### config.mk
export PLATFORM = sky130hd
export DESIGN_NAME = vtv_prep
export DESIGN_NICKNAME = d
export VERILOG_FILES = /design/src/sv/assert_macros.svh /design/src/sv/vtv_pkg.sv /design/src/sv/vtv_prep.sv
export SDC_FILE = /design/constraint.sdc
export NUM_CORES = 2
export LEC_CHECK = 0
export BUFFER_PORTS_ARGS = -buffer_cell sky130_fd_sc_hd__buf_2
export CAP_MARGIN = 20
export CORE_MARGIN = 4
export CORE_UTILIZATION = 55
export DETAILED_ROUTE_END_ITERATION = 10
export PLACE_DENSITY = 0.75
export SYNTH_ARGS = -nofsm -noshare
export SYNTH_HDL_FRONTEND = slang
export SYNTH_SLANG_ARGS = --single-unit
### constraint.sdc
create_clock -name clk -period 6.1 [get_ports clk]
set_input_delay 0.61 -clock clk [delete_from_list [all_inputs] [get_ports clk]]
set_output_delay 0.61 -clock clk [all_outputs]
set_load 0.005 [all_outputs]
### src/sv/assert_macros.svh
// Assertion helpers for the vertex transform pipeline.
// Assumes clk and rst_n are visible in the module that uses them.
`ifndef ASSERT_MACROS_SVH
`define ASSERT_MACROS_SVH

// Antecedent holds -> consequent holds in the same cycle.
`define VTV_ASSERT_SAME(lbl, ante, cons, msg) \
    lbl: assert property (@(posedge clk) disable iff (!rst_n) (ante) |-> (cons)) \
        else $error(msg);

// Antecedent holds -> consequent holds in the next cycle.
`define VTV_ASSERT_NEXT(lbl, ante, cons, msg) \
    lbl: assert property (@(posedge clk) disable iff (!rst_n) (ante) |=> (cons)) \
        else $error(msg);

`endif

### src/sv/vtv_pkg.sv
// Shared widths, register codes and pipeline payload types.
// No dependencies.
package vtv_pkg;

    localparam int COORD_W         = 16;
    localparam int PROD_W          = 2 * COORD_W;
    localparam int CLIP_W          = PROD_W + 2;
    localparam int SUM_W           = CLIP_W + 1;
    localparam int SIZE_W          = 12;
    localparam int SNUM_W          = SUM_W + SIZE_W + 1;
    localparam int NUM_W           = SNUM_W - 1;
    localparam int DEN_W           = CLIP_W + 1;
    localparam int QUO_W           = 16;
    localparam int CMP_W           = DEN_W + QUO_W;
    localparam int DEPTH_FRAC_BITS = 13;
    localparam int ROW_W           = 64;
    localparam int NUM_LANES       = 3;
    localparam int LANE_X          = 0;
    localparam int LANE_Y          = 1;
    localparam int LANE_Z          = 2;
    localparam int CFG_IDX_W       = 3;
    localparam int SCREEN_W        = 12;
    localparam int DEPTH_W         = 16;

    typedef enum logic [CFG_IDX_W-1:0] {
        REG_ROW0,
        REG_ROW1,
        REG_ROW2,
        REG_ROW3,
        REG_WIDTH,
        REG_HEIGHT
    } cfg_reg_t;

    typedef logic signed [CLIP_W-1:0] clip_t;

    typedef struct packed {
        logic signed [COORD_W-1:0] x;
        logic signed [COORD_W-1:0] y;
        logic signed [COORD_W-1:0] z;
        logic signed [COORD_W-1:0] w;
    } vert_t;

    typedef struct packed {
        clip_t cx;
        clip_t cy;
        clip_t cz;
        clip_t cw;
    } clip_vec_t;

    typedef struct packed {
        logic [NUM_W-1:0] num;
        logic [DEN_W-1:0] den;
        logic [QUO_W-1:0] quo;
        logic             neg;
        logic             ovf;
    } div_lane_t;

    typedef struct packed {
        logic w_zero;
        logic in_range;
    } flags_t;

endpackage

### src/sv/vtv_prep.sv
// Builds dividend/divisor magnitudes for the three quotients (3 stages).
// Uses vtv_pkg.
module vtv_prep
    import vtv_pkg::*;
(
    input  logic              clk,
    input  logic              rst_n,
    input  logic              in_valid,
    output logic              in_ready,
    input  clip_vec_t         in_clip,
    input  logic [SIZE_W-1:0] frame_width,
    input  logic [SIZE_W-1:0] frame_height,
    output logic              out_valid,
    input  logic              out_ready,
    output div_lane_t         out_lane [NUM_LANES],
    output flags_t            out_flags
);

    // stage A: offsets and flags
    logic signed [SUM_W-1:0]  sx_sum_reg, sy_sum_reg;
    clip_t                    cz_a_reg, cw_a_reg;
    flags_t                   flags_a_reg;
    logic                     valid_a_reg;
    logic [CLIP_W-1:0]        abs_cz, abs_cw;
    // stage B: numerators
    logic signed [SNUM_W-1:0] snum_reg [NUM_LANES];
    clip_t                    cw_b_reg;
    flags_t                   flags_b_reg;
    logic                     valid_b_reg;
    logic [SIZE_W-1:0]        wm1, hm1;
    // stage C: magnitudes
    div_lane_t                lane_reg  [NUM_LANES];
    div_lane_t                lane_next [NUM_LANES];
    flags_t                   flags_c_reg;
    logic                     valid_c_reg;
    logic [CLIP_W-1:0]        abs_cw_b;
    logic                     adv_a, adv_b, adv_c;

    assign adv_c    = !valid_c_reg || out_ready;
    assign adv_b    = !valid_b_reg || adv_c;
    assign adv_a    = !valid_a_reg || adv_b;
    assign in_ready = adv_a;

    assign abs_cz   = in_clip.cz[CLIP_W-1] ? CLIP_W'(-in_clip.cz) : in_clip.cz;
    assign abs_cw   = in_clip.cw[CLIP_W-1] ? CLIP_W'(-in_clip.cw) : in_clip.cw;
    // a zero size counts as one: scale is zero
    assign wm1      = (frame_width  == '0) ? '0 : frame_width  - 1'b1;
    assign hm1      = (frame_height == '0) ? '0 : frame_height - 1'b1;
    assign abs_cw_b = cw_b_reg[CLIP_W-1] ? CLIP_W'(-cw_b_reg) : cw_b_reg;

    always_comb
    begin
        for (int l = 0; l < NUM_LANES; l++)
        begin
            lane_next[l].num = snum_reg[l][SNUM_W-1] ? NUM_W'(-snum_reg[l])
                                                     : NUM_W'(snum_reg[l]);
            lane_next[l].den = (l == LANE_Z) ? {1'b0, abs_cw_b} : {abs_cw_b, 1'b0};
            lane_next[l].quo = '0;
            lane_next[l].neg = snum_reg[l][SNUM_W-1] ^ cw_b_reg[CLIP_W-1];
            lane_next[l].ovf = CMP_W'(lane_next[l].num)
                               >= {lane_next[l].den, {QUO_W{1'b0}}};
        end
    end

    always_ff @(posedge clk or negedge rst_n)
    begin
        if (!rst_n)
        begin
            valid_a_reg <= 1'b0;
            valid_b_reg <= 1'b0;
            valid_c_reg <= 1'b0;
        end
        else
        begin
            if (adv_a) valid_a_reg <= in_valid;
            if (adv_b) valid_b_reg <= valid_a_reg;
            if (adv_c) valid_c_reg <= valid_b_reg;
        end
    end

    always_ff @(posedge clk)
    begin
        if (adv_a && in_valid)
        begin
            sx_sum_reg           <= SUM_W'(in_clip.cx) + SUM_W'(in_clip.cw);
            sy_sum_reg           <= SUM_W'(in_clip.cw) - SUM_W'(in_clip.cy);
            cz_a_reg             <= in_clip.cz;
            cw_a_reg             <= in_clip.cw;
            flags_a_reg.w_zero   <= (in_clip.cw == '0);
            flags_a_reg.in_range <= (abs_cz <= abs_cw) && (in_clip.cw != '0);
        end
        if (adv_b && valid_a_reg)
        begin
            snum_reg[LANE_X] <= sx_sum_reg * $signed({1'b0, wm1});
            snum_reg[LANE_Y] <= sy_sum_reg * $signed({1'b0, hm1});
            snum_reg[LANE_Z] <= SNUM_W'(cz_a_reg) <<< DEPTH_FRAC_BITS;
            cw_b_reg         <= cw_a_reg;
            flags_b_reg      <= flags_a_reg;
        end
        if (adv_c && valid_b_reg)
        begin
            lane_reg    <= lane_next;
            flags_c_reg <= flags_b_reg;
        end
    end

    assign out_valid = valid_c_reg;
    assign out_lane  = lane_reg;
    assign out_flags = flags_c_reg;

endmodule

==> out/metrics.cfg <==
[run_status]
outcome=finished, violations left
violations=negative setup slack

[timing]
max_freq_ghz=0.150
slew_headroom=0.274
report.final.hold_viol_count=0
period_minus_slack_ns=6.68
setup_viol=44
tightest_slew_ns=1.08
finalCritPeriodShare=1.10
maxSlewViolCount=0
setup_slack_ns=-0.585
tns_ns=-15.35
rsz0062_at_grt=yes
clock_skew_ns=0.0367

[clocking]
clk_path_buf_depth=3
clkLatencyLatePin_ns=0.65
clock-root-buffer=clkbuf_16
htreeDepth=2
cts_tree=yes
cts.clk_slew.worst_paths_ns=0.06
clock_sinks=479
cts-buffers-inserted=55

[critical_path]
start_kind=input port
cpMaxStageDelayCell=fa_1
required_ns=6.50
crit_type=input port to flip-flop
critPathMaxStageDelay_ns=0.54
reg2reg_from=sx_sum_reg[11]$_DFFE_PP_
worstSetupEndpointType=flip-flop
critPathLaunch=frame_height[3]
r2r-end=snum_reg[0][35]$_DFFE_PP_
path_max_fanout=9
r2r_slack_ns=-0.19
r2r.worst_path.cells=22
path_common_cell=fa_1
endpoint=snum_reg[0][81]$_DFFE_PP_
worstPathArrival_ns=7.09

[logic_synthesis]
synth_cells=5426
synth_top_cell_by_area=fa_1
synthArstFlopShare=0.00626
synth_seq_cells=479
synth_edf_count=476
synth_top_cell_area_share=0.271
avgSynthCellArea_um2=10.0
yosysSeqAreaShare=0.264
ys_warn_count=0
yosys-top-cells-area=fa_1 (27%), edfxtp_1 (26%), ha_1 (9.5%)
ys_top_cells_by_count=inv_1 (900), fa_1 (738), nand2_1 (725)
syn_area_um2=54500
yosysMostFrequentCell=inv_1
synth.distinct_cells=72
ys_dominant_reg_cell=edfxtp_1

[floorplan]
rows=115
core_um2=98400
die_y_um=323
fp.dieW_um=323
design.die.area_um2=104000
num_io_pins=468
initial_core_util=0.554

[global_route]
overflow=0
grt_pass1_vias=43900
grt.total_usage=0.318
grt_max_degree=167
grt_pass1_wl_mm=251
antenna_found_initial=24

[cells_and_area]
fillers=7388
synthToLayoutAreaGrowth_pct=21.3
largest_reg_flops=168
nets=7577
regArea_um2=14400
multi_input_area_um2=37200
drive_gt1_frac=0.233
utilization=0.672

[route]
vias_per_cell=5.64
dr.pass1.iters=6
antenna_left=0
vias=43000
routed_wl_mm=167
wire_per_inst_um=22.0
drc=0
drt_iter0_drc=4077

[place]
numPortBuffers=403
dpl.hpwl_mm=135
place_congestion=0.969
post-place-ws_ns=-1.45

[run]
cap_violations=0

[min_path]
hold_path_class=input port to flip-flop

[final cells by class]
class,instances,area share
clock buffers,58,0.0210
repair buffers,1030,0.115
well taps,1287,0.0244
inverters,900,0.0514
diodes,17,0.000644
flip-flops and latches,479,0.217
multi-input cells,3797,0.563
clock inverters,46,0.00765
[metrics by stage]
| stage | instances | hold WS (ns) | area (um2) |
|---|---|---|---|
| global route | 7604 | 0.186 | 66100 |
| detailed placement | 7415 | 0.405 | 62000 |
| CTS | 7568 | 0.158 | 65100 |
| floorplan | 5489 | 0.314 | 55500 |
| global placement | 7415 | 0.400 | 62000 |
| finish | 7614 | 0.194 | 66100 |
[cells by family (layout without fill, tap and decap cells)]
family	Yosys count	in the layout	synth area share
muxes	5	5	0.000941
DFF	479	479	0.264
other	1	81	0.0000688
AOI/OAI and AO/OA	703	703	0.0835
buffers and inverters	1213	2034	0.0927
and+or+nand+nor	1493	1493	0.132
xor gates and xnor gates	382	382	0.0614
adders and majority gates	1150	1150	0.366
[worst min-delay path by stage]
stage / slack, ns / endpoint / from / depth (start not counted)
detailed placement: 0.40 / cw_b_reg[21]$_DFFE_PP_ / cw_a_reg[21]$_DFFE_PP_ / 0
floorplan: 0.31 / out_valid$_DFFE_PN0P_ / rst_n / 0
global placement: 0.40 / cw_b_reg[11]$_DFFE_PP_ / cw_a_reg[11]$_DFFE_PP_ / 0
global route: 0.19 / cz_a_reg[32]$_DFFE_PP_ / in_clip[66] / 1
CTS: 0.16 / cz_a_reg[32]$_DFFE_PP_ / in_clip[66] / 1
finish: 0.19 / cz_a_reg[32]$_DFFE_PP_ / in_clip[66] / 1
[cell usage in the layout, fill, tap and decap left out, types with 66 or more instances in the layout]
master,netlist,final
ha_1,412,372
a21oi_1,177,133
fa_1,738,710
xor2_1,97,92
buf_4,132,539
edfxtp_1,476,476
xnor2_1,285,276
nor2_1,124,101
inv_1,900,864
and2_1,159,151
buf_2,0,394
nand2_1,725,685
o21ai_0,161,129
o31ai_1,70,66
nor2b_1,168,167
a21o_1,115,115
[critical path, delay by kind of cell]
kind / cells / cell delay (ns)
AND/OR/NAND/NOR: 6 / 1.41
adder cells (fa/ha/maj): 6 / 2.70
buffers and inverters: 8 / 0.84
AO/OA/AOI/OAI: 7 / 1.36
XOR/XNOR: 2 / 0.15
[repair_timing]
action                     4_1_cts  5_1_grt
gates cloned                     4        3
gates resized for setup        164      178
hold buffers                     1        0
setup endpoints to repair       44       60
setup buffers                   47       36
pin swaps                       73      118
hold endpoints to repair         3        0
[per-layer routing]
metal | GRT usage | part of all wire | vias up
met5 | 0 | 0.00066 | -
met4 | 0.172 | 0.062 | 14
met3 | 0.0918 | 0.12 | 433
met2 | 0.480 | 0.44 | 2269
met1 | 0.418 | 0.38 | 21200
li1 | - | - | 19100
Power is not shown: default switching activity piles up to over one toggle a cycle in this logic, so the estimate is an artifact.
